`config.mk`:
```
export PLATFORM = sky130hd
export DESIGN_NAME = fcgs_ctrl
export DESIGN_NICKNAME = d
export VERILOG_FILES = /design/src/rtl/core/fcgs_pkg.sv /design/src/rtl/core/fcgs_ctrl.sv
export VERILOG_INCLUDE_DIRS = /design/src /design/src/rtl/core
export SDC_FILE = /design/constraint.sdc
export NUM_CORES = 1
export LEC_CHECK = 0
export BUFFER_PORTS_ARGS = -buffer_cell sky130_fd_sc_hd__buf_2
export CAP_MARGIN = 40
export CORE_MARGIN = 3
export CORE_UTILIZATION = 47
export DETAILED_ROUTE_END_ITERATION = 16
export PLACE_DENSITY = 0.76
export SYNTH_ARGS = -nofsm -noshare
export SYNTH_HDL_FRONTEND = slang
export SYNTH_SLANG_ARGS = --single-unit
```
`constraint.sdc`:
```
create_clock -name clk -period 2.2 [get_ports clk]
set_clock_uncertainty 0.15 [all_clocks]
set_input_delay 0.22 -clock clk [delete_from_list [all_inputs] [get_ports clk]]
set_output_delay 0.22 -clock clk [all_outputs]
set_load 0.01 [all_outputs]
```
`src/rtl/core/falling_cell_grid_sweep_top_assert.svh`:
```
`ifndef FALLING_CELL_GRID_SWEEP_TOP_ASSERT_SVH
`define FALLING_CELL_GRID_SWEEP_TOP_ASSERT_SVH

// Same-cycle implication, checked at every rising edge outside reset.
`define FCGS_ASSERT_IMP(label, ante, cons) \
    label: assert property (@(posedge clk) disable iff (!rst_n) (ante) |-> (cons)) \
        else $error("fcgs check failed");

// Next-cycle implication.
`define FCGS_ASSERT_NXT(label, ante, cons) \
    label: assert property (@(posedge clk) disable iff (!rst_n) (ante) |=> (cons)) \
        else $error("fcgs check failed");

`endif

```
`src/rtl/core/fcgs_pkg.sv`:
```
package fcgs_pkg;

    localparam int CHAR_W       = 8;
    localparam int IDX_W        = 6;
    localparam int CFG_W        = 7;
    localparam int CNT_W        = 9;
    localparam int APB_AW       = 3;
    localparam int APB_DW       = 32;
    localparam int IN_TDATA_W   = 24;
    localparam int OUT_TDATA_W  = 16;
    localparam int DEF_MAX_ROWS = 64;
    localparam int DEF_MAX_COLS = 64;

    localparam logic [CHAR_W-1:0] SPACE_CHAR = 8'h20;
    localparam logic [CFG_W-1:0]  CFG_RESET  = 7'd64;

    typedef enum logic [1:0] {
        OP_WRITE = 2'd0,
        OP_READ  = 2'd1,
        OP_FALL  = 2'd2,
        OP_NONE  = 2'd3
    } opcode_t;

    typedef enum logic {
        REG_COLS = 1'b0,
        REG_ROWS = 1'b1
    } reg_idx_t;

    // RAM address source
    typedef enum logic [2:0] {
        A_SRC   = 3'd0,
        A_DOWN  = 3'd1,
        A_LEFT  = 3'd2,
        A_RIGHT = 3'd3,
        A_DST   = 3'd4,
        A_IO    = 3'd5,
        A_CLR   = 3'd6
    } asel_t;

    typedef enum logic [1:0] {
        W_SPACE = 2'd0,
        W_CHAR  = 2'd1,
        W_V     = 2'd2
    } wsel_t;

    typedef enum logic [1:0] {
        D_DOWN  = 2'd0,
        D_LEFT  = 2'd1,
        D_RIGHT = 2'd2
    } dsel_t;

    typedef struct packed {
        logic    take_in;
        logic    we;
        asel_t   asel;
        wsel_t   wsel;
        logic    cap_read;
        logic    sw_init;
        logic    cap_v;
        logic    set_dsel;
        dsel_t   dsel;
        logic    next_cell;
        logic    clr_inc;
        logic    out_load;
    } ctrl_cmd_t;

    typedef struct packed {
        opcode_t in_op;
        logic    in_grid;
        logic    rd_space;
        logic    sweep_empty;
        logic    c_first;
        logic    c_last;
        logic    r_last;
        logic    clr_last;
        logic    out_free;
    } dp_status_t;

endpackage

```
`src/rtl/core/fcgs_ctrl.sv`:
```
`include "falling_cell_grid_sweep_top_assert.svh"

module fcgs_ctrl (
    input  logic                 clk,
    input  logic                 rst_n,
    input  logic                 in_valid,
    output logic                 in_ready,
    input  fcgs_pkg::dp_status_t status,
    output fcgs_pkg::ctrl_cmd_t  cmd
);
    import fcgs_pkg::*;

    typedef enum logic [13:0] {
        S_CLEAR    = 14'b00000000000001,
        S_IDLE     = 14'b00000000000010,
        S_WRITE    = 14'b00000000000100,
        S_READ     = 14'b00000000001000,
        S_READ_CAP = 14'b00000000010000,
        S_SW_START = 14'b00000000100000,
        S_SW_SRC   = 14'b00000001000000,
        S_SW_CHK   = 14'b00000010000000,
        S_SW_DOWN  = 14'b00000100000000,
        S_SW_LEFT  = 14'b00001000000000,
        S_SW_RIGHT = 14'b00010000000000,
        S_SW_WDST  = 14'b00100000000000,
        S_SW_WSRC  = 14'b01000000000000,
        S_DONE     = 14'b10000000000000
    } state_t;

    state_t state_reg;
    state_t state_next;
    state_t after_cell;
    logic   we_state;

    // where to go once the current cell is finished
    assign after_cell = (status.c_last && status.r_last) ? S_DONE : S_SW_SRC;
    assign in_ready   = (state_reg == S_IDLE);
    assign we_state   = (state_reg == S_CLEAR) || (state_reg == S_WRITE) ||
                        (state_reg == S_SW_WDST) || (state_reg == S_SW_WSRC);

    always_comb
    begin
        cmd        = '0;
        state_next = state_reg;
        unique case (state_reg)
            S_CLEAR:
            begin
                cmd.we      = 1'b1;
                cmd.asel    = A_CLR;
                cmd.wsel    = W_SPACE;
                cmd.clr_inc = 1'b1;
                if (status.clr_last)
                begin
                    state_next = S_IDLE;
                end
            end
            S_IDLE:
            begin
                if (in_valid)
                begin
                    cmd.take_in = 1'b1;
                    unique case (status.in_op)
                        OP_WRITE: state_next = S_WRITE;
                        OP_READ:  state_next = S_READ;
                        OP_FALL:  state_next = S_SW_START;
                        OP_NONE:  state_next = S_DONE;
                        default:  state_next = S_DONE;
                    endcase
                end
            end
            S_WRITE:
            begin
                cmd.we     = status.in_grid;
                cmd.asel   = A_IO;
                cmd.wsel   = W_CHAR;
                state_next = S_DONE;
            end
            S_READ:
            begin
                cmd.asel   = A_IO;
                state_next = S_READ_CAP;
            end
            S_READ_CAP:
            begin
                cmd.cap_read = 1'b1;
                state_next   = S_DONE;
            end
            S_SW_START:
            begin
                if (status.sweep_empty)
                begin
                    state_next = S_DONE;
                end
                else
                begin
                    cmd.sw_init = 1'b1;
                    state_next  = S_SW_SRC;
                end
            end
            S_SW_SRC:
            begin
                cmd.asel   = A_SRC;
                state_next = S_SW_CHK;
            end
            S_SW_CHK:
            begin
                if (status.rd_space)
                begin
                    cmd.next_cell = 1'b1;
                    state_next    = after_cell;
                end
                else
                begin
                    cmd.cap_v  = 1'b1;
                    cmd.asel   = A_DOWN;
                    state_next = S_SW_DOWN;
                end
            end
            S_SW_DOWN:
            begin
                priority if (status.rd_space)
                begin
                    cmd.set_dsel = 1'b1;
                    cmd.dsel     = D_DOWN;
                    state_next   = S_SW_WDST;
                end
                else if (!status.c_first)
                begin
                    cmd.asel   = A_LEFT;
                    state_next = S_SW_LEFT;
                end
                else if (!status.c_last)
                begin
                    cmd.asel   = A_RIGHT;
                    state_next = S_SW_RIGHT;
                end
                else
                begin
                    cmd.next_cell = 1'b1;
                    state_next    = after_cell;
                end
            end
            S_SW_LEFT:
            begin
                priority if (status.rd_space)
                begin
                    cmd.set_dsel = 1'b1;
                    cmd.dsel     = D_LEFT;
                    state_next   = S_SW_WDST;
                end
                else if (!status.c_last)
                begin
                    cmd.asel   = A_RIGHT;
                    state_next = S_SW_RIGHT;
                end
                else
                begin
                    cmd.next_cell = 1'b1;
                    state_next    = after_cell;
                end
            end
            S_SW_RIGHT:
            begin
                if (status.rd_space)
                begin
                    cmd.set_dsel = 1'b1;
                    cmd.dsel     = D_RIGHT;
                    state_next   = S_SW_WDST;
                end
                else
                begin
                    cmd.next_cell = 1'b1;
                    state_next    = after_cell;
                end
            end
            S_SW_WDST:
            begin
                cmd.we     = 1'b1;
                cmd.asel   = A_DST;
                cmd.wsel   = W_V;
                state_next = S_SW_WSRC;
            end
            S_SW_WSRC:
            begin
                // leave a space behind the moved cell
                cmd.we        = 1'b1;
                cmd.asel      = A_SRC;
                cmd.wsel      = W_SPACE;
                cmd.next_cell = 1'b1;
                state_next    = after_cell;
            end
            S_DONE:
            begin
                if (status.out_free)
                begin
                    cmd.out_load = 1'b1;
                    state_next   = S_IDLE;
                end
            end
            default:
            begin
                state_next = S_IDLE;
            end
        endcase
    end

    always_ff @(posedge clk or negedge rst_n)
    begin
        if (!rst_n)
        begin
            state_reg <= S_CLEAR;
        end
        else
        begin
            state_reg <= state_next;
        end
    end

    `FCGS_ASSERT_IMP(a_we_states, cmd.we, we_state)
    `FCGS_ASSERT_NXT(a_wdst_then_wsrc, state_reg == S_SW_WDST, cmd.we && (cmd.asel == A_SRC) && (cmd.wsel == W_SPACE))
    `FCGS_ASSERT_NXT(a_accept_leaves_idle, (state_reg == S_IDLE) && in_valid, state_reg != S_IDLE)

endmodule

```
==> metrics.md, run 1 <==
| Metric | Value |
|---|---|
| Overflow after GRT | `0` |
| # diodes | `0` |
| CP delay by family, top | `simple AND/OR/NAND/NOR gates` |
| Average vias per placed instance | `between 6 and 7` |
| CTS Sinks | `14` |
| Initial drt markers | `~180` |
| CP max FO | `5` |
| Share of cells above drive strength 1 | `about 61%` |
| Total number of vias | `1693` |
| WP data required | `1830 ps` |
| Storage cell area | `351.6 µm²` |
| Die Y | `56.08 µm` |
| Top cell type's share of synthesized area | `between 20 and 30%` |
| Synth Net Count | `146` |
| Fin crit period | `2636 ps` |
| GRT Overall Usage | `32.89%` |
| DP Wirelength | `3.014 mm` |
| Critical path data arrival time | `2270 ps` |
| Area of the multi-input gates | `904.6 µm²` |
| Routed len/inst | `23.10 µm` |
| Average size of a mapped cell | `8.862 µm²` |
| CORE AREA | `between 0.002 and 0.0025 mm²` |
| Status | `finished with violations` |
| Initial antenna violation count | `0` |
| Root Buffer Master | `clkbuf_4` |
| Routed WL | `5.705 mm` |
| Setup crit start kind | `flip-flop` |
| Starting density of the core | `approximately half` |
| Synthesis Warnings | `0` |
| Register area share after synthesis | `between 20 and 30%` |
| WP buf/inv | `2` |
| Slew margin rel. | `71.31%` |
| Yosys top cell by area | `dfrtp_1` |
| RSZ-0062 raised after global routing | `yes` |
| Tcrit/Tclk final | `119.8%` |
| Number of flip-flops in the largest register | `14` |
| Place WS | `-152.6 ps` |
| Vias in the first global route | `1512` |
| Number of synthesized register bits | `14` |
| Synth-to-layout area growth | `75.90%` |
| Worst Slack Setup Final | `-436.0 ps` |
| Ys async rst share | `100.0%` |
| Syn Inst Count | `133` |
| Kind of critical path | `reg2out` |
| Worst skew pair latency | `roughly 310 ps` |
| Setup Viol. Count Final | `20` |
| Synth cell types | `48` |
| CTS tree | `yes` |
| Violated checks | `setup timing` |
| Final ANT Viol Nets | `0` |
| Total of max-cap violations | `0` |
| Mapped Area | `0.001179 mm²` |
| Largest net degree at the start of global routing | `15` |
| Most frequent cells after synthesis | `13 x dfrtp_1, 12 x nor2_1, 9 x nand2_1, 8 x nor3_1, 7 x buf_6` |
| EDFF count, synth | `0` |
| Pwr Total | `about 1800 µW` |
| Max Buffers Root-to-Sink | `2` |
| Type of the tightest min-delay check | `in2reg` |
| Largest cells by area after synthesis | `dfrtp_1 28%, buf_6 6.7%, nor4_2 4.2%` |
| TritonRoute pass-1 iters | `7` |
| Num rows | `17` |
| Max-slew violations | `0` |
| Top FF cell, synth | `dfrtp_1` |
| Nets@finish | `around 230` |
| Die ar. | `0.003144 mm²` |
| Critical Path Sink Type | `output port` |
| Routability cong. | `0.9975` |
| Pleak | `0.001016 µW` |
| Fmax | `379.4 MHz` |
| Final Hold Viols | `0` |
| CP peak stage delay | `560 ps` |
| Fillers | `about 90` |
| Actual slew at the worst max-slew pin | `roughly 430 ps` |
| Pwr/cell area | `856.6 mW/mm²` |
| Port buffer count | `29` |
| First-pass GRT wire length | `7.962 mm` |
| Cell Chain, Critical Path | `or4_4 > buf_4 > or3_4 > nor4_4 > and3_1 > buf_2` |
| CTS clk-pin slew, worst paths | `70 ps` |
| Worst ir drop on vdd | `0.9406 mV` |
| Boundary Pins | `30` |
| Slowest CP cell | `or4_4` |
| Count leader, synth | `dfrtp_1` |
| Die width | `56.08 µm` |
| CTS Buf Count | `3` |
| Number of remaining DRC errors | `0` |
| H-Tree Level Count | `1` |
## cell families (layout without fill, tap and decap cells)
logic type	after synthesis	in the layout	share of synthesized area (%)
flops	14	14	29.83
compound gates	22	22	15.18
xor+xnor	4	4	2.973
simple gates	78	78	42.25
buf+inv	15	101	9.767
## path summary, 6_finish.rpt
check | depth (start not counted) | slack (ps) | startpoint | end
max in group asynchronous | 2 | 1370 | rst_n | state_reg[0]
min in group asynchronous | 2 | 180 | rst_n | state_reg[10]
max | 6 | -440 | state_reg[0] | cmd[3]
max reg2reg | 7 | -230 | state_reg[0] | state_reg[1]
min reg2reg | 2 | 470 | state_reg[2] | state_reg[4]
min | 2 | 100 | status[1] | state_reg[0]
## cell type report
| class | instances | area share [%] |
|---|---|---|
| Inverter | 5 | 0.9052 |
| Clock buffer | 4 | 1.267 |
| Sequential cell | 14 | 16.96 |
| Multi-Input combinational cell | 104 | 43.63 |
| Tap cell | 28 | 1.690 |
| Timing Repair Buffer | 92 | 35.55 |
## cells in the final DEF (no fill, tap or decap), types with 4 or more instances in the layout
cell type,n
inv_1,4
dlygate4sd3_1,4
nor2_1,8
nand3_1,4
nand2_1,8
dfrtp_1,13
buf_6,25
buf_4,40
nor3_1,5
o21ai_0,5
nor4_4,5
buf_2,23
## power breakdown
group | switching [µW] | leakage, µW | internal (µW)
clock network | 97.9 | 0.0000150 | 70.6
registers | 18.1 | 0.000188 | 282
logic | 629 | 0.000814 | 679
## timing repair
action | 4_1_cts | 5_1_grt
pin swaps | 25 | 20
cloned | 0 | 0
endpoints found under the setup margin | 22 | 23
setup buffers | 17 | 15
gates resized for setup | 40 | 24
hold buffers | 4 | 0
endpoints found under the hold margin | 18 | 0
## metrics by stage
stage | instance area [µm²] | setup TNS, ps | util (%) | instances | hold slack, ps
floorplan | 1202 | -444.7 | - | 133 | -225.6
global placement | 1528 | -302.1 | 66.50 | 213 | -7.872
detailed placement | 1528 | -787.3 | 66.50 | 213 | -6.717
CTS | 1904 | -3221 | 82.90 | 238 | 87.44
global route | 2073 | -6827 | 90.25 | 247 | 88.63
finish | 2073 | -5787 | 90.25 | 247 | 102.8
## layer usage
metal	wire length, µm	global-route usage, %
met1	1929	40.00
met2	2674	57.10
met3	645	7.193
met4	455	10.51
met5	0	0
Note: power is estimated with default switching activity, not from simulation.
==> run 2, diff against run 1 <==
--- a/config.mk
+++ b/config.mk
@@ -8,8 +8,10 @@
 export LEC_CHECK = 0
 export BUFFER_PORTS_ARGS = -buffer_cell sky130_fd_sc_hd__buf_2
 export CAP_MARGIN = 40
+export CELL_PAD_IN_SITES_DETAIL_PLACEMENT = 1
+export CELL_PAD_IN_SITES_GLOBAL_PLACEMENT = 2
 export CORE_MARGIN = 3
-export CORE_UTILIZATION = 47
+export CORE_UTILIZATION = 28
 export DETAILED_ROUTE_END_ITERATION = 16
 export PLACE_DENSITY = 0.76
 export SYNTH_ARGS = -nofsm -noshare
==> run 2 against run 1 <==
The run still ends with setup timing left. Clock power increased by 54%. Die area increased by 60%. Register-to-register slack improved by 30 ps. Sequential power increased by 4%. Utilization decreased by 38 points. Via count decreased by 16%. Critical path depth decreased by 1. Final cell count increased by 2.8%. Global-route usage decreased by 13 points. Non-clock buffer count decreased by 13. Cell area decreased by 3.7%. Largest cell class unchanged. Highest routed layer unchanged.
==> metrics.md, run 2 (synthesis gave the netlist of run 1 again) <==
| Metric | Value |
|---|---|
| Status | `finished with violations (unchanged)` |
| Violated checks | `setup timing (unchanged)` |
| CTS clk-pin slew, worst paths | `60 ps (was 70 ps)` |
| Routability cong. | `0.8552 (was 0.9975)` |
| Final ANT Viol Nets | `0 (unchanged)` |
| Initial drt markers | `90 (was 177)` |
| Synth-to-layout area growth | `69.43% (was 75.90%)` |
| CTS Buf Count | `3 (unchanged)` |
| Max-slew violations | `0 (unchanged)` |
| CORE AREA | `0.003854 mm² (was 0.002297 mm²)` |
| Total number of vias | `1429 (was 1693)` |
| Slew margin rel. | `69.52% (was 71.31%)` |
| Nets@finish | `220 (was 233)` |
| Kind of critical path | `reg2out (unchanged)` |
| Tcrit/Tclk final | `115.6% (was 119.8%)` |
| Worst skew pair latency | `250 ps (was 310 ps)` |
| Die width | `70.88 µm (was 56.08 µm)` |
| Average vias per placed instance | `5.626 (was 6.854)` |
| Switching share of power | `40.69% (was 41.92%)` |
| Hold path start | `status[8] (was status[1])` |
| Fmax | `393.2 MHz (was 379.4 MHz)` |
| Hold path cells | `2 (unchanged)` |
| DP Wirelength | `3.462 mm (was 3.014 mm)` |
| Pwr/cell area | `884.4 mW/mm² (was 856.6 mW/mm²)` |
| Setup crit start kind | `flip-flop (unchanged)` |
| Fillers | `454 (was 91)` |
| Cell Chain, Critical Path | `or4_4 > or3_4 > nor4_4 > and3_1 > buf_2 (was or4_4 > buf_4 > or3_4 > nor4_4 > and3_1 > buf_2)` |
| Port buffer count | `29 (unchanged)` |
| Area of the multi-input gates | `908.4 µm² (was 904.6 µm²)` |
| WP data required | `1830 ps (about the same)` |
| # diodes | `0 (unchanged)` |
| Actual slew at the worst max-slew pin | `453.7 ps (was 427.0 ps)` |
| Register-to-Register Setup Slack | `-200 ps (was -230 ps)` |
| Number of flip-flops in the largest register | `14 (unchanged)` |
| Routed WL | `5.401 mm (was 5.705 mm)` |
| R2r endpoint | `state_reg[1] (unchanged)` |
| CP max FO | `4 (was 5)` |
| Leading cell type in the layout, fill and taps excluded | `buf_4 (unchanged)` |
| H-Tree Level Count | `1 (unchanged)` |
| Most frequent cells in the layout | `36 x buf_4, 24 x buf_2, 18 x buf_6, 13 x dfrtp_1, 8 x nand2_1 (was 40 x buf_4, 25 x buf_6, 23 x buf_2, 13 x dfrtp_1)` |
| Max Buffers Root-to-Sink | `2 (unchanged)` |
| TritonRoute pass-1 iters | `4 (was 7)` |
| Share of cells above drive strength 1 | `58.25% (was 60.73%)` |
| Critical Path Sink Type | `output port (unchanged)` |
| Initial antenna violation count | `0 (unchanged)` |
| Final instance area | `0.001997 mm² (was 0.002073 mm²)` |
| Root Buffer Master | `clkbuf_8 (was clkbuf_4)` |
| Slowest CP cell | `or4_4 (unchanged)` |
| Place WS | `-140.0 ps (was -152.6 ps)` |
| First-pass GRT wire length | `7.776 mm (was 7.962 mm)` |
| CTS Sinks | `14 (unchanged)` |
| CTS tree | `yes (unchanged)` |
| Worst reg-to-reg path cell count | `7 (unchanged)` |
| RR Startpoint | `state_reg[1] (was state_reg[0])` |
| Net Sw Power | `718.5 µW (was 744.6 µW)` |
| Total of max-cap violations | `0 (unchanged)` |
| GRT Overall Usage | `20.19% (was 32.89%)` |
| RSZ-0062 raised after global routing | `yes (unchanged)` |
| Vias in the first global route | `1484 (was 1512)` |
| Fin crit period | `2543 ps (was 2636 ps)` |
| Worst ir drop on vdd | `0.6127 mV (was 0.9406 mV)` |
| Pleak | `0.0009698 µW (was 0.001016 µW)` |
| Type of the tightest min-delay check | `in2reg (unchanged)` |
| Storage cell area | `351.6 µm² (unchanged)` |
| Setup Viol. Count Final | `18 (was 20)` |
| Routed len/inst | `21.26 µm (was 23.10 µm)` |
| Number of remaining DRC errors | `0 (unchanged)` |
| CP peak stage delay | `530 ps (was 560 ps)` |
| Die Y | `70.88 µm (was 56.08 µm)` |
| Dpl cell area | `0.001598 mm² (was 0.001528 mm²)` |
| Largest net degree at the start of global routing | `15 (unchanged)` |
| Hold endpoint | `state_reg[2] (was state_reg[0])` |
| Logic pwr share | `67.7% (was 73.6%)` |
| Worst Slack Setup Final | `-343.3 ps (was -436.0 ps)` |
| Clk pwr share | `14.7% (was 9.5%)` |
| Num rows | `22 (was 17)` |
| Overflow after GRT | `0 (unchanged)` |
| Critical path data arrival time | `2170 ps (was 2270 ps)` |
| Flop pwr share | `17.6% (was 16.9%)` |
| Boundary Pins | `30 (unchanged)` |
| Final Hold Viols | `0 (unchanged)` |
| Int Pwr | `1047 µW (was 1031 µW)` |
| Starting density of the core | `30.58% (was 51.31%)` |
| Die ar. | `0.005024 mm² (was 0.003144 mm²)` |
| Setup TNS | `-3731 ps (was -5787 ps)` |
run 2: changes by cell type in the layout (fill, tap and decap cells not counted), moves of 2 or more:
cell,change
buf_6,-7
buf_4,-4
clkbuf_8,+4
clkbuf_4,-3
dlygate4sd3_1,-3
nor3_2,-2
nor3b_1,+2
nor3b_2,-2
run 2: worst max-delay path, delay by kind of cell, from the launching register on:
kind	cells	cell delay, ps
simple gates	4	1380
flops	1	400
buf+inv	1	140
run 2: power groups by stage:
stage                     Combinational [µW]  Clock (µW)  Sequential (µW)
after floorplan                          428           0              306
after detailed placement                 773           0              305
final                                   1200         259              311
after global placement                   749           0              303
after global routing                    1270         282              311
after CTS                                954         263              306
run 2: how the worst max path moves through the flow:
| stage | from | endpoint | depth (start not counted) |
|---|---|---|---|
| 2_1_floorplan | state_reg[4] | cmd[3] | 6 |
| 3_3_place_gp | state_reg[4] | cmd[3] | 5 |
| 3_5_place_dp | state_reg[4] | state_reg[1] | 6 |
| 4_1_cts | state_reg[4] | cmd[2] | 7 |
| 5_1_grt | state_reg[1] | cmd[3] | 5 |
| 6_report | state_reg[1] | cmd[3] | 5 |
run 2: layout make-up:
type	instances	share of cell area (%)
clock buffers	4	2.757
inverters	5	0.9398
multi-input cells	104	45.49
flip-flops and latches	14	17.61
well taps	48	3.008
repair buffers	79	30.20
run 2: per-layer routing:
metal	share of wire [%]	global-route usage, %	vias to the layer above
met5	0	0	-
met4	4.0	9.812	0
met3	4.9	3.977	16
met2	49	33.06	49
met1	42	25.30	714
li1	-	-	650
run 2: timing repair:
| action | 4_1_cts | 5_1_grt |
|---|---|---|
| resized for setup | 27 | 28 |
| pin swaps | 7 | 13 |
| hold endpoints to repair | 13 | 0 |
| hold buffers | 1 | 0 |
| setup buffers | 5 | 8 |
| setup endpoints to repair | 20 | 21 |
| cloned | 0 | 0 |
run 2: through the flow:
step	utilization [%]	total power, µW	std cells	hold slack, ps
3_3_place_gp	41.46	1052	239	-7.057
5_1_grt	51.82	1862	254	10.78
6_report	51.82	1766	254	8.968
4_1_cts	47.86	1523	249	7.373
2_1_floorplan	-	733.7	133	-225.6
3_5_place_dp	41.46	1079	239	-1.219
