===== src/rtl/core/falling_cell_grid_sweep_top_assert.svh =====
`ifndef FALLING_CELL_GRID_SWEEP_TOP_ASSERT_SVH
`define FALLING_CELL_GRID_SWEEP_TOP_ASSERT_SVH

// Same-cycle implication, checked at every rising edge outside reset.
`define FCGS_ASSERT_IMP(label, ante, cons) \
    label: assert property (@(posedge clk) disable iff (!rst_n) (ante) |-> (cons)) \
        else $error("fcgs check failed");

// Next-cycle implication.
`define FCGS_ASSERT_NXT(label, ante, cons) \
    label: assert property (@(posedge clk) disable iff (!rst_n) (ante) |=> (cons)) \
        else $error("fcgs check failed");

`endif


===== src/rtl/core/fcgs_pkg.sv =====
package fcgs_pkg;

    localparam int CHAR_W       = 8;
    localparam int IDX_W        = 6;
    localparam int CFG_W        = 7;
    localparam int CNT_W        = 9;
    localparam int APB_AW       = 3;
    localparam int APB_DW       = 32;
    localparam int IN_TDATA_W   = 24;
    localparam int OUT_TDATA_W  = 16;
    localparam int DEF_MAX_ROWS = 64;
    localparam int DEF_MAX_COLS = 64;

    localparam logic [CHAR_W-1:0] SPACE_CHAR = 8'h20;
    localparam logic [CFG_W-1:0]  CFG_RESET  = 7'd64;

    typedef enum logic [1:0] {
        OP_WRITE = 2'd0,
        OP_READ  = 2'd1,
        OP_FALL  = 2'd2,
        OP_NONE  = 2'd3
    } opcode_t;

    typedef enum logic {
        REG_COLS = 1'b0,
        REG_ROWS = 1'b1
    } reg_idx_t;

    // RAM address source
    typedef enum logic [2:0] {
        A_SRC   = 3'd0,
        A_DOWN  = 3'd1,
        A_LEFT  = 3'd2,
        A_RIGHT = 3'd3,
        A_DST   = 3'd4,
        A_IO    = 3'd5,
        A_CLR   = 3'd6
    } asel_t;

    typedef enum logic [1:0] {
        W_SPACE = 2'd0,
        W_CHAR  = 2'd1,
        W_V     = 2'd2
    } wsel_t;

    typedef enum logic [1:0] {
        D_DOWN  = 2'd0,
        D_LEFT  = 2'd1,
        D_RIGHT = 2'd2
    } dsel_t;

    typedef struct packed {
        logic    take_in;
        logic    we;
        asel_t   asel;
        wsel_t   wsel;
        logic    cap_read;
        logic    sw_init;
        logic    cap_v;
        logic    set_dsel;
        dsel_t   dsel;
        logic    next_cell;
        logic    clr_inc;
        logic    out_load;
    } ctrl_cmd_t;

    typedef struct packed {
        opcode_t in_op;
        logic    in_grid;
        logic    rd_space;
        logic    sweep_empty;
        logic    c_first;
        logic    c_last;
        logic    r_last;
        logic    clr_last;
        logic    out_free;
    } dp_status_t;

endpackage


===== src/rtl/core/fcgs_regs.sv =====
module fcgs_regs (
    input  logic                        clk,
    input  logic                        rst_n,
    input  logic                        psel,
    input  logic                        penable,
    input  logic                        pwrite,
    input  logic [fcgs_pkg::APB_AW-1:0] paddr,
    input  logic [fcgs_pkg::APB_DW-1:0] pwdata,
    output logic [fcgs_pkg::APB_DW-1:0] prdata,
    output logic                        pready,
    output logic [fcgs_pkg::CFG_W-1:0]  cols_cfg,
    output logic [fcgs_pkg::CFG_W-1:0]  rows_cfg
);
    import fcgs_pkg::*;

    logic [CFG_W-1:0] cols_reg;
    logic [CFG_W-1:0] cols_next;
    logic [CFG_W-1:0] rows_reg;
    logic [CFG_W-1:0] rows_next;
    logic             wr_en;
    reg_idx_t         idx;

    assign idx    = reg_idx_t'(paddr[2]);
    assign wr_en  = psel && penable && pwrite && pready;
    assign pready = 1'b1;

    always_comb
    begin
        cols_next = cols_reg;
        rows_next = rows_reg;
        if (wr_en)
        begin
            unique case (idx)
                REG_COLS: cols_next = pwdata[CFG_W-1:0];
                REG_ROWS: rows_next = pwdata[CFG_W-1:0];
                default:  cols_next = cols_reg;
            endcase
        end
    end

    always_comb
    begin
        unique case (idx)
            REG_COLS: prdata = APB_DW'(cols_reg);
            REG_ROWS: prdata = APB_DW'(rows_reg);
            default:  prdata = '0;
        endcase
    end

    always_ff @(posedge clk or negedge rst_n)
    begin
        if (!rst_n)
        begin
            cols_reg <= CFG_RESET;
            rows_reg <= CFG_RESET;
        end
        else
        begin
            cols_reg <= cols_next;
            rows_reg <= rows_next;
        end
    end

    assign cols_cfg = cols_reg;
    assign rows_cfg = rows_reg;

endmodule


===== config.mk =====
export PLATFORM = sky130hd
export DESIGN_NAME = fcgs_regs
export DESIGN_NICKNAME = d
export VERILOG_FILES = /design/src/rtl/core/falling_cell_grid_sweep_top_assert.svh /design/src/rtl/core/fcgs_pkg.sv /design/src/rtl/core/fcgs_regs.sv
export SDC_FILE = /design/constraint.sdc
export NUM_CORES = 1
export LEC_CHECK = 0
export ABC_CLOCK_PERIOD_IN_PS = 800
export BUFFER_PORTS_ARGS = -buffer_cell sky130_fd_sc_hd__buf_4
export CORE_ASPECT_RATIO = 1.75
export CORE_MARGIN = 1.5
export CORE_UTILIZATION = 31
export DETAILED_ROUTE_END_ITERATION = 8
export GPL_TIMING_DRIVEN = 0
export PLACE_DENSITY = 0.78
export SETUP_SLACK_MARGIN = 0.02
export SYNTH_ARGS = -nofsm -noshare
export SYNTH_HDL_FRONTEND = slang
export SYNTH_SLANG_ARGS = --single-unit

===== constraint.sdc =====
create_clock -name clk -period 0.8 [get_ports clk]
set_input_delay 0.16 -clock clk [delete_from_list [all_inputs] [get_ports clk]]
set_output_delay 0.16 -clock clk [all_outputs]
set_load 0.02 [all_outputs]

==> results of run 1 <==
[worst paths after layout]
kind,endpoint
setup reg to reg,cols_cfg[4]
setup / recovery,prdata[4]
hold / removal,rows_cfg[3]
min in group asynchronous,rows_cfg[4]
hold reg to reg,rows_cfg[5]
max in group asynchronous,rows_cfg[6]
[metal layers]
metal	global-route usage (%)	vias to the layer above	wire length, um
li1	-	336	-
met1	14.5	317	764
met2	30.1	34	1430
met3	3.27	4	168
met4	7.29	0	34
met5	0	-	0
[worst register-to-register path, delay by kind of cell (launching register included)]
family | cells | cell delay [ns]
flops | 1 | 0.41
mux | 1 | 0.25
buf+inv | 2 | 0.24
[final cells by class]
cell class,instances,area (um2)
fillers,200,881
repair buffers,53,528
multi-input cells,49,443
well taps,26,32.5
plain buffers,27,215
clock buffers,4,55.1
flip-flops and latches,14,368
[state kept, by name (all words and copies together) (netlist names)]
name and cells:
cols_cfg 7, rows_cfg 7
[cell families after synthesis]
kind of cell | Yosys count | share of synthesized area [%]
flip-flops | 14 | 42.0
buffers and inverters | 27 | 24.6
multiplexers | 21 | 28.2
AND/OR/NAND/NOR | 2 | 4.32
other | 2 | 0.895
[Yosys cell counts]
master                      n
sky130_fd_sc_hd__buf_6      1
sky130_fd_sc_hd__dfrtp_1   12
sky130_fd_sc_hd__mux2_2    21
sky130_fd_sc_hd__dfstp_2    2
sky130_fd_sc_hd__buf_4     26
sky130_fd_sc_hd__nand4_2    1
sky130_fd_sc_hd__conb_1     2
sky130_fd_sc_hd__nand4b_4   1
[timing repair]
item	4_1_cts	5_1_grt
setup buffers	12	12
setup endpoints to repair	31	35
hold buffers	1	0
hold endpoints to repair	14	0
gates resized for setup	33	13
[metrics by stage]
stage / total power, W / TNS (ns) / cell area, um2 / std cells / setup WS, ns
global placement: 0.00234 / -3.35 / 1270 / 148 / -0.190
global route: 0.00395 / -9.21 / 1640 / 173 / -0.447
finish: 0.00380 / -8.60 / 1640 / 173 / -0.426
CTS: 0.00357 / -7.33 / 1550 / 165 / -0.413
detailed placement: 0.00238 / -3.49 / 1270 / 148 / -0.198
floorplan: 0.00187 / -1.77 / 996 / 90 / -0.132
[report_power, final]
| part | internal (W) | total, W | switching, W | leakage, nW |
|---|---|---|---|---|
| sequential | 0.000907 | 0.00102 | 0.000115 | 0.152 |
| clock | 0.000435 | 0.000683 | 0.000248 | 0.0288 |
| combinational | 0.00124 | 0.00210 | 0.000856 | 0.721 |
==> impl.org, run 1 <==
** Global route
- Global routing consumed, over all layers together, 15.4% of the routing resources.
- Largest net degree at the start of global routing :: 15
- The first global-routing pass estimated 3460 um of wire.
- The total overflow left after global routing is 0.
- The initial antenna violation count came to 0.
- Number of global-route vias before repair :: 685

** Power and ir drop
- Lkg Pwr :: between 0.9 and 1 nW
- IR analysis of the VDD net gives a maximum drop of about 1.5 mV.
- Power spread over the standard cell area amounts to roughly 2300 mW/mm2.

** Routing
- Via-to-Cell Ratio :: between 3 and 4
- Dividing the detail-routed wire length by the instance count gives between 10 and 15 um.
- Summed over all layers, the routed wires come to approximately 2400 um.
- Via count :: 691
- Iter 0 DRT Violations :: 10
- In this run the remaining antenna-violating nets after routing total 0.
- The first detailed-routing pass took 2 iterations.
- Number of remaining DRC errors :: 0

** Clocking
- Number of buffers on the longest clock path :: 2
- Count of clock tree sinks :: 14
- Clock tree from TritonCTS :: done
- Clock-pin slew was measured on the worst setup and hold paths at 0.06 ns.
- The later pin in the worst-skew pair is clocked with a latency of between 0.2 and 0.25 ns.
- In this run the clock root is driven by a sky130_fd_sc_hd__clkbuf_8.
- CTS built an H-tree with a depth of 1.
- Total CTS buffers :: 3

** Timing
- Crit share post-route :: 153%
- Final setup violating endpoints :: 33
- After layout, the worst setup slack is -0.426 ns.
- Based on the critical path, the design can be clocked at up to around 0.82 GHz.
- The final count of hold timing violations was 0.
- Count of pins over their slew limit :: 0
- Setup repair after global routing could not meet its margin everywhere.
- Post-Route Hold Slack :: 0.155 ns
- The clock arrives with 0 ns of skew.
- After layout, the minimum clock period comes to 1.23 ns.

** Worst hold path
- The worst hold path belongs to the class in -> reg.
- Number of cells on the worst hold path :: 2
- Critical hold path startpoint :: pwdata[3]

** Placement
- Buffers on Ports :: 32
- The congestion estimate from routability-driven global placement came to slightly above 0.6.
- Detailed placement ended at an HPWL of approximately 1500 um.

** Job
- Reported max-cap violation count :: 0

** Synthesis
- Post-Synthesis Mean Instance Area :: 12.7 um2
- For this run, the register share of the synthesized area comes to between 40% and 50%.
- Netlist area before placement :: 840 um2
- Post-synth top area cell :: sky130_fd_sc_hd__dfrtp_1
- Largest cells by area after synthesis :: sky130_fd_sc_hd__dfrtp_1 36%, sky130_fd_sc_hd__mux2_2 28%, sky130_fd_sc_hd__buf_4 23%
- Count of distinct cell types in the synthesized netlist :: 8
- The Yosys step of the flow raised 0 warnings.
- Yosys reg bits :: 14
- Portion of synthesized cell area occupied by the leading cell type :: 35.8%
- Synthesis handed over a netlist of 66 instances.

** Worst setup path
- STA classifies the critical path endpoint as a primary output.
- Data on the critical path is required at its endpoint by about 0.64 ns.
- The critical path goes through mux2_4 > buf_6.
- Cell with the largest stage delay on the worst path :: sky130_fd_sc_hd__dfrtp_2
- Combined buffer and inverter count along the critical path :: 1
- Type of element launching the critical path :: flip-flop
- By startpoint and endpoint, the worst setup path is classified as reg -> out.
- Tracing the worst setup path back leads to its startpoint at cols_cfg[4].
- WP depth :: 2
- In this run the worst path has a maximum fanout of 2.
- STA puts the critical path data arrival time at ~1.1 ns.
- The worst register-to-register path begins at cols_cfg[4].
- For the worst flop-to-flop path, the logic depth is 3.
- CP top delay family :: flip-flops
- Flop2flop setup slack :: -0.22 ns
- Peak per-stage delay on the critical path :: ~0.4 ns

** Floorplanning
- Measured along the x axis, the die boundary spans between 40 and 50 um.
- 87 I/O pins were placed.
- The core region is 0.00252 mm2.
- Site Rows :: 24
- In this run the vertical extent of the chip is around 70 um.
- Die Footprint :: ~0.003 mm2
- For this configuration, the core starts out at a cell density of ~33%.

** Run status
- The checks that failed: setup timing.
- Outcome :: finished, violations left

** Final layout
- In the layout the commonest cells are 44 x sky130_fd_sc_hd__buf_4, 34 x sky130_fd_sc_hd__buf_6, 26 x sky130_fd_sc_hd__conb_1.
- In the final design database the tool counted between 150 and 200 nets.
- Most common cell after layout, fill and taps aside :: sky130_fd_sc_hd__buf_4
- Cells with a size suffix above 1 make up 81.6% of the layout.
- Ant. Diodes :: 0
- The area growth from synthesis to layout is 95.5%.
- For this run, the share of the core covered by cells in the final layout is about 65%.
No activity file was read; power rests on OpenSTA's default activity.
==> run 2: changes to the inputs <==
--- a/config.mk
+++ b/config.mk
@@ -6,13 +6,13 @@
 export NUM_CORES = 1
 export LEC_CHECK = 0
 export ABC_CLOCK_PERIOD_IN_PS = 800
-export BUFFER_PORTS_ARGS = -buffer_cell sky130_fd_sc_hd__buf_4
-export CORE_ASPECT_RATIO = 1.75
 export CORE_MARGIN = 1.5
-export CORE_UTILIZATION = 31
+export CORE_UTILIZATION = 54
 export DETAILED_ROUTE_END_ITERATION = 8
+export DONT_BUFFER_PORTS = 1
 export GPL_TIMING_DRIVEN = 0
-export PLACE_DENSITY = 0.78
+export PLACE_DENSITY = 0.75
+export RECOVER_POWER = 25
 export SETUP_SLACK_MARGIN = 0.02
 export SYNTH_ARGS = -nofsm -noshare
 export SYNTH_HDL_FRONTEND = slang
==> run 2 against run 1 <==
Net effect:
- maximum frequency shrank 2.6%
- clock power decreased by 40%
- hold slack worse by 0.25 ns
- the flow finishes with violations (hold timing, setup timing)
==> impl.org, run 2 (synthesis results as in run 1) <==
** Floorplanning
- The number of rows created at floorplan is 14 (was 24).
- Starting density of the core :: 57.1% (was 33.3%)
- Die width :: 42.4 um (was 42.3 um)
- The die area is 0.00180 mm2 (was 0.00304 mm2).
- Number of primary I/O pins :: 87 (unchanged)
- The die height was 42.4 um (was 71.8 um).
- The core outline area was 0.00147 mm2 (was 0.00252 mm2).

** Clocking
- Number of buffers on the longest clock path :: 2 (unchanged)
- The TritonCTS clock tree was done (unchanged).
- Total CTS buffers :: 3 (unchanged)
- The clock network latency to the later pin of the worst-skew pair was 0.27 ns (was 0.24 ns).
- The sink count of the clock tree was 14 (unchanged).
- The total number of H-tree levels came to 1 (unchanged).
- The buffer type at the clock tree root was sky130_fd_sc_hd__clkbuf_4 (was sky130_fd_sc_hd__clkbuf_8).
- CTS clock-pin slew for the worst setup and hold paths :: 0.08 ns (was 0.06 ns)

** Global route
- The via count of the first global-routing pass was 500 (was 685).
- The maximum number of pins on one net before global-route repair came to 15 (unchanged).
- Global Route met3 Usage :: 9.91% (was 3.27%)
- Overflow left after global routing :: 0 (unchanged)
- Grt peak-use layer :: met2 (unchanged)
- Met1 GRT Util :: 19.2% (was 14.5%)
- Antenna violations before repair :: 0 (unchanged)
- Total global-route track usage :: 17.4% (was 15.4%)
- The global-route wire length before repair was 2370 um (was 3460 um).
- Global-route track usage on met2 :: 30.2% (was 30.1%)

** Worst setup path
- The cell class contributing the biggest share of worst-path delay is flip-flops (unchanged).
- The critical path launch point type is a flip-flop (unchanged).
- R2r startpoint :: cols_cfg[3] (was cols_cfg[4])
- Logic depth of the worst register-to-register path :: 1 (was 3)
- Peak per-stage delay on the critical path :: 0.61 ns (was 0.41 ns)
- The beginning of the critical path was rows_cfg[6] (was cols_cfg[4]).
- Cell Chain, Critical Path :: mux2_4 (was mux2_4 > buf_6)
- The number of buffer and inverter instances along the worst setup path is 0 (was 1).
- The depth of the critical timing path with buffers and inverters included was 1 (was 2).
- Endpoint kind of the worst setup timing path :: primary output (unchanged)
- WS Path Type :: reg -> out (unchanged)
- The maximum fanout count along the critical path is 3 (was 2).
- Data arrival, critical path :: 1.10 ns (was 1.07 ns)
- The critical register-to-register path endpoint is cols_cfg[3] (was cols_cfg[4]).
- Flop2flop setup slack :: -0.05 ns (was -0.22 ns)
- Critical path required time :: 0.64 ns (about the same)
- Cell with the largest stage delay on the worst path :: sky130_fd_sc_hd__dfstp_2 (was sky130_fd_sc_hd__dfrtp_2)

** Power and ir drop
- The part of the total power dissipated in sequential elements came to 51.4% (was 26.9%).
- The total net switching power is 0.000905 W (was 0.00122 W).
- Fraction of power spent switching nets :: 37.1% (was 32.0%)
- The total power divided by cell area came to 2230 mW/mm2 (was 2320 mW/mm2).
- The clock group share of total power is 16.7% (was 18.0%).
- Lkg Pwr :: 0.611 nW (was 0.901 nW)
- Combinational Power Share :: 31.9% (was 55.2%)
- The peak supply drop came to 1.75 mV (was 1.49 mV).
- The internal power came to 0.00153 W (was 0.00258 W).

** Placement
- Buffers on Ports :: 0 (was 32)
- The detailed placer's ending HPWL came to 1090 um (was 1460 um).
- Placed inst area :: 0.00102 mm2 (was 0.00127 mm2)
- Routability Congestion :: 0.598 (was 0.622)

** Routing
- Via count :: 497 (was 691)
- Detailed-routing iteration count for the pre-antenna-repair pass :: 2 (unchanged)
- Wirelength per Cell :: 13.2 um (was 13.9 um)
- Number of remaining DRC errors :: 0 (unchanged)
- Remaining antenna violation count after routing :: 0 (unchanged)
- Total wirelength of the detailed-routed design :: 1460 um (was 2400 um)
- The average via count per standard cell came to 4.48 (was 3.99).
- The first-iteration detailed-routing DRC count is 3 (was 10).

** Final layout
- The final layout net count is 136 (was 188).
- Share of cells above drive strength 1 :: 70.5% (was 81.6%)
- Ant. Diodes :: 0 (unchanged)
- Finished Cell Area :: 0.00109 mm2 (was 0.00164 mm2)
- The signed area change from the synthesized netlist to the final layout came to 30.0% (was 95.5%).
- Utilization after layout :: 74.1% (was 65.1%)
- Commonest cells after routing, fill and taps aside: 26 x sky130_fd_sc_hd__buf_4, 26 x sky130_fd_sc_hd__conb_1, 21 x sky130_fd_sc_hd__mux2_4 (was 44 x sky130_fd_sc_hd__buf_4, 34 x sky130_fd_sc_hd__buf_6, 26 x sky130_fd_sc_hd__conb_1).

** Timing
- The achievable clock frequency is 0.795 GHz (was 0.816 GHz).
- Pin slew with the least headroom to its limit :: between 0.7 and 0.8 ns
- The fraction of the cycle the final worst path needs is 157% (was 153%).
- Shortest clock period the worst path allows after layout :: 1.26 ns (was 1.23 ns)
- The number of setup violations in the final report is 35 (was 33).
- The number of max-slew violations in the final report came to 0 (unchanged).
- The setup slack of the critical path after layout came to -0.459 ns (was -0.426 ns).
- The worst hold-check slack was -0.0954 ns (was 0.155 ns).
- Summed negative setup slack over all endpoints :: -5.29 ns (was -8.60 ns)
- The final count of hold timing violations was 12 (was 0).
- Worst slew margin :: 51.8%
- Setup repair after global routing missed its margin: yes (unchanged).
- The largest clock skew in the final design was 0 ns (unchanged).

** Worst hold path
- The path type of the worst min-delay path is in -> async (was in -> reg).

** Job
- Reported max-cap violation count :: 0 (unchanged)

** Run status
- Outcome :: finished, violations left (unchanged)
- Violations in the final reports: hold timing, setup timing (was setup timing).
-- run 2: changes by cell type in the layout (fill, tap and decap cells not counted) --
cell                            delta
sky130_fd_sc_hd__dlygate4sd3_1     -1
sky130_fd_sc_hd__clkbuf_1          +2
sky130_fd_sc_hd__clkbuf_8          -4
sky130_fd_sc_hd__buf_4            -18
sky130_fd_sc_hd__mux2_2            -4
sky130_fd_sc_hd__mux2_4            +4
sky130_fd_sc_hd__clkbuf_4          +3
sky130_fd_sc_hd__buf_6            -34
-- run 2: power groups by stage --
stage / clock, W / sequential [W] / combinational, W
CTS: 0.000424 / 0.00125 / 0.000771
global route: 0.000442 / 0.00128 / 0.000825
floorplan: 0 / 0.00122 / 0.000647
detailed placement: 0 / 0.00126 / 0.000675
global placement: 0 / 0.00125 / 0.000668
finish: 0.000408 / 0.00125 / 0.000777
-- run 2: worst max path at each step --
stage	slack [ns]	to
after floorplan	-0.13	prdata[6]
after global placement	-0.18	cols_cfg[0]
after detailed placement	-0.19	cols_cfg[2]
after CTS	-0.46	prdata[6]
after global routing	-0.49	prdata[6]
final	-0.46	prdata[6]
-- run 2: routing by layer --
metal	wire length [um]	part of all wire, %	up-vias
li1	-	-	228
met1	500	34	239
met2	791	54	30
met3	169	12	0
met4	0	0	0
met5	0	0	-
-- run 2: cell type report --
class / instances / area, um2
multi-input cells: 49 / 458
fillers: 113 / 380
well taps: 16 / 20.0
flip-flops and latches: 14 / 368
clock buffers: 4 / 26.3
plain buffers: 27 / 215
repair buffers: 1 / 3.75
-- run 2: per-stage QoR --
step / cells / setup slack, ns / power [W] / hold WS [ns]
6_report: 111 / -0.459 / 0.00244 / -0.0954
5_1_grt: 111 / -0.491 / 0.00255 / -0.0112
4_1_cts: 111 / -0.461 / 0.00245 / 0.0143
3_5_place_dp: 106 / -0.187 / 0.00194 / -0.135
3_3_place_gp: 106 / -0.177 / 0.00192 / -0.135
2_1_floorplan: 90 / -0.132 / 0.00187 / -0.136
-- run 2: what timing repair did --
item / in CTS / in global routing
setup endpoints to repair: 35 / 49
buffers inserted: 0 / 0
resized for setup: 11 / 2
hold buffers: 1 / 0
endpoints found under the hold margin: 14 / 0
==> run 3: changes to the inputs <==
--- a/config.mk
+++ b/config.mk
@@ -7,11 +7,11 @@
 export LEC_CHECK = 0
 export ABC_CLOCK_PERIOD_IN_PS = 800
 export CORE_MARGIN = 1.5
-export CORE_UTILIZATION = 54
+export CORE_UTILIZATION = 45
 export DETAILED_ROUTE_END_ITERATION = 8
 export DONT_BUFFER_PORTS = 1
 export GPL_TIMING_DRIVEN = 0
-export PLACE_DENSITY = 0.75
+export PLACE_DENSITY = 0.65
 export RECOVER_POWER = 25
 export SETUP_SLACK_MARGIN = 0.02
 export SYNTH_ARGS = -nofsm -noshare
==> run 3 against run 2 <==
Net effect:
- the run still ends with hold timing, setup timing left
- critical path type unchanged
- worst setup slack improved by 0.011 ns
- clock skew unchanged
- final cell count increased by 8.1%
- sequential cell count unchanged
- highest routed layer is now met4
- sequential power about the same
==> impl.org, run 3 (synthesis results as in run 1) <==
** Clocking
- Count of clock tree sinks :: 14 (unchanged)
- The buffer type at the clock tree root is sky130_fd_sc_hd__clkbuf_4 (unchanged).
- Clock tree from TritonCTS :: done (unchanged)
- The total number of H-tree levels was 1 (unchanged).
- Total CTS buffers :: 3 (unchanged)
- Number of buffers on the longest clock path :: 2 (unchanged)
- The number of hold buffers added after cts came to 1 (unchanged).
- Post CTS Setup Buffer Count :: 0 (unchanged)
- Clk Latency, worst-skew pair :: 0.27 ns (about the same)
- CTS clock-pin slew for the worst setup and hold paths :: 0.08 ns (about the same)

** Global route
- Global-route track usage on met2 :: 22.2% (was 30.2%)
- Grt peak-use layer :: met2 (unchanged)
- Wire length of the first global-routing pass :: 2160 um (was 2370 um)
- The maximum number of pins on one net before global-route repair came to 15 (unchanged).
- The met3 usage came to 8.24% (was 9.91%).
- The total global routing track utilization is 15.0% (was 17.4%).
- Overflow left after global routing :: 0 (unchanged)
- Met1 GRT Util :: 18.3% (was 19.2%)
- Number of global-route vias before repair :: 443 (was 500)
- Antenna violations before repair :: 0 (unchanged)

** Timing
- The number of setup violations in the final report is 35 (unchanged).
- The slew at the pin closest to its max-slew limit came to 0.720 ns (was 0.723 ns).
- Setup repair after global routing missed its margin :: yes (unchanged)
- The largest clock skew in the final design is 0 ns (unchanged).
- The number of max-slew violations in the final report is 0 (unchanged).
- Crit path setup slack, layout :: -0.448 ns (was -0.459 ns)
- Shortest clock period the worst path allows after layout :: 1.25 ns (was 1.26 ns)
- The final count of hold timing violations came to 12 (unchanged).
- Worst slew margin :: 52.0% (was 51.8%)
- The fraction of the cycle the final worst path needs came to 156% (was 157%).
- The achievable clock frequency was 0.801 GHz (was 0.795 GHz).
- The worst hold-check slack is -0.0874 ns (was -0.0954 ns).

** Job
- Reported max-cap violation count :: 0 (unchanged)

** Worst setup path
- Peak per-stage delay on the critical path :: 0.61 ns (about the same)
- The worst path required time is 0.64 ns (about the same).
- Cell Chain, Critical Path: mux2_4 (unchanged).
- Endpoint kind of the worst setup timing path :: primary output (unchanged)
- The cell class contributing the biggest share of worst-path delay was flip-flops (unchanged).
- The critical path launch point type was a flip-flop (unchanged).
- The number of buffer and inverter instances along the worst setup path was 0 (unchanged).
- The worst-path cell with the longest stage delay is sky130_fd_sc_hd__dfstp_2 (unchanged).
- Data arrival, critical path :: 1.09 ns (was 1.10 ns)
- WS Path Type :: reg -> out (unchanged)
- The maximum fanout count along the critical path is 3 (unchanged).

** Final layout
- Register area :: 368 um2 (unchanged)
- The count of antenna diodes in the layout came to 0 (unchanged).
- Final net count :: 136 (unchanged)
- Commonest cells after routing, fill and taps aside :: 26 x sky130_fd_sc_hd__buf_4, 26 x sky130_fd_sc_hd__conb_1, 20 x sky130_fd_sc_hd__mux2_4 (was 26 x sky130_fd_sc_hd__buf_4, 26 x sky130_fd_sc_hd__conb_1, 21 x sky130_fd_sc_hd__mux2_4)
- Finished Cell Area :: 0.00111 mm2 (was 0.00109 mm2)
- Area growth, synth to finish :: 32.0% (was 30.0%)
- The number of fillers in the final layout is 149 (was 113).
- Total area of multi-input combinational cells :: 454 um2 (was 458 um2)
- Share of cells above drive strength 1 :: 71.6% (was 70.5%)

** Floorplanning
- The die area was 0.00213 mm2 (was 0.00180 mm2).
- Number of primary I/O pins :: 87 (unchanged)
- The horizontal die dimension came to 46.2 um (was 42.4 um).
- Floorplan core area :: 0.00175 mm2 (was 0.00147 mm2)
- The initial core utilization came to 48.1% (was 57.1%).
- Site Rows :: 15 (was 14)
- Die H :: 46.2 um (was 42.4 um)

** Power and ir drop
- The total power divided by cell area is 2260 mW/mm2 (was 2230 mW/mm2).
- The total power consumption of the routed design came to 0.00251 W (was 0.00244 W).
- The static leakage came to 0.612 nW (was 0.611 nW).
- The peak supply drop came to 1.82 mV (was 1.75 mV).

** Routing
- Detailed-routing iteration count for the pre-antenna-repair pass :: 3 (was 2)
- Iter 0 DRT Violations :: 3 (unchanged)
- The routed length per placed instance came to 12.1 um (was 13.2 um).
- Via-to-Cell Ratio :: 4.08 (was 4.48)
- The total via count after detailed routing is 490 (was 497).
- The number of nets still failing antenna checks after routing is 0 (unchanged).
- The detailed-route DRC error count is 0 (unchanged).
- Total wirelength of the detailed-routed design :: 1450 um (was 1460 um)

** Worst hold path
- Kind of path behind the tightest hold check :: in -> async (unchanged)

** Run status
- Outcome :: finished, violations left (unchanged)
- Violations in the final reports: hold timing, setup timing (unchanged).

** Placement
- Buffers on Ports :: 0 (unchanged)
- Placed inst area :: 0.00103 mm2 (was 0.00102 mm2)
- The final weighted congestion in routability-driven placement is 0.542 (was 0.598).
- Placed wire-length estimate :: 1070 um (was 1090 um)
-- run 3: report_power, final --
| group | switching, W | leakage (nW) | internal [W] |
|---|---|---|---|
| Combinational | 0.000346 | 0.439 | 0.000423 |
| Clock | 0.000206 | 0.0210 | 0.000276 |
| Sequential | 0.000348 | 0.152 | 0.000909 |
| Total | 0.000901 | 0.612 | 0.00161 |
-- run 3: repair_timing --
item,in CTS,in global routing
endpoints found under the setup margin,35,49
gates cloned,0,0
resized for setup,11,1
pin swaps,0,0
endpoints found under the hold margin,14,12
-- run 3: routing by layer --
layer | up-vias | share of wire [%]
li1 | 235 | -
met5 | - | 0
met2 | 37 | 48
met3 | 2 | 12
met4 | 0 | 0.69
met1 | 216 | 39
-- run 3: final cells by class --
cell class | count | share of cell area (%)
timing repair buffer | 1 | 0.339
clock buffer | 4 | 3.27
multi-input combinational | 49 | 41.0
sequential | 14 | 33.2
buffer | 27 | 19.4
tap | 25 | 2.82
-- run 3: worst paths after layout --
kind,startpoint,endpoint,slack (ns),cells past startpoint
worst max-delay path,rows_cfg[6],prdata[6],-0.45,1
worst min-delay path,rst_n,rows_cfg[0],-0.09,1
worst max register to register,cols_cfg[1],cols_cfg[1],-0.07,1
worst min register to register,cols_cfg[3],cols_cfg[3],0.63,1
max in group asynchronous,rst_n,cols_cfg[2],0.39,1
min in group clk,pwdata[0],rows_cfg[0],0.03,1
-- run 3: through the flow --
stage | util, % | std cells | TNS (ns) | hold slack, ns | setup slack [ns]
final | 63.5 | 120 | -5.21 | -0.0874 | -0.448
after CTS | 63.9 | 120 | -5.77 | 0.0164 | -0.468
after global routing | 63.5 | 120 | -6.25 | -0.0375 | -0.495
after global placement | 58.9 | 115 | -2.76 | -0.135 | -0.183
after detailed placement | 58.9 | 115 | -2.84 | -0.135 | -0.201
after floorplan | - | 90 | -1.77 | -0.136 | -0.132
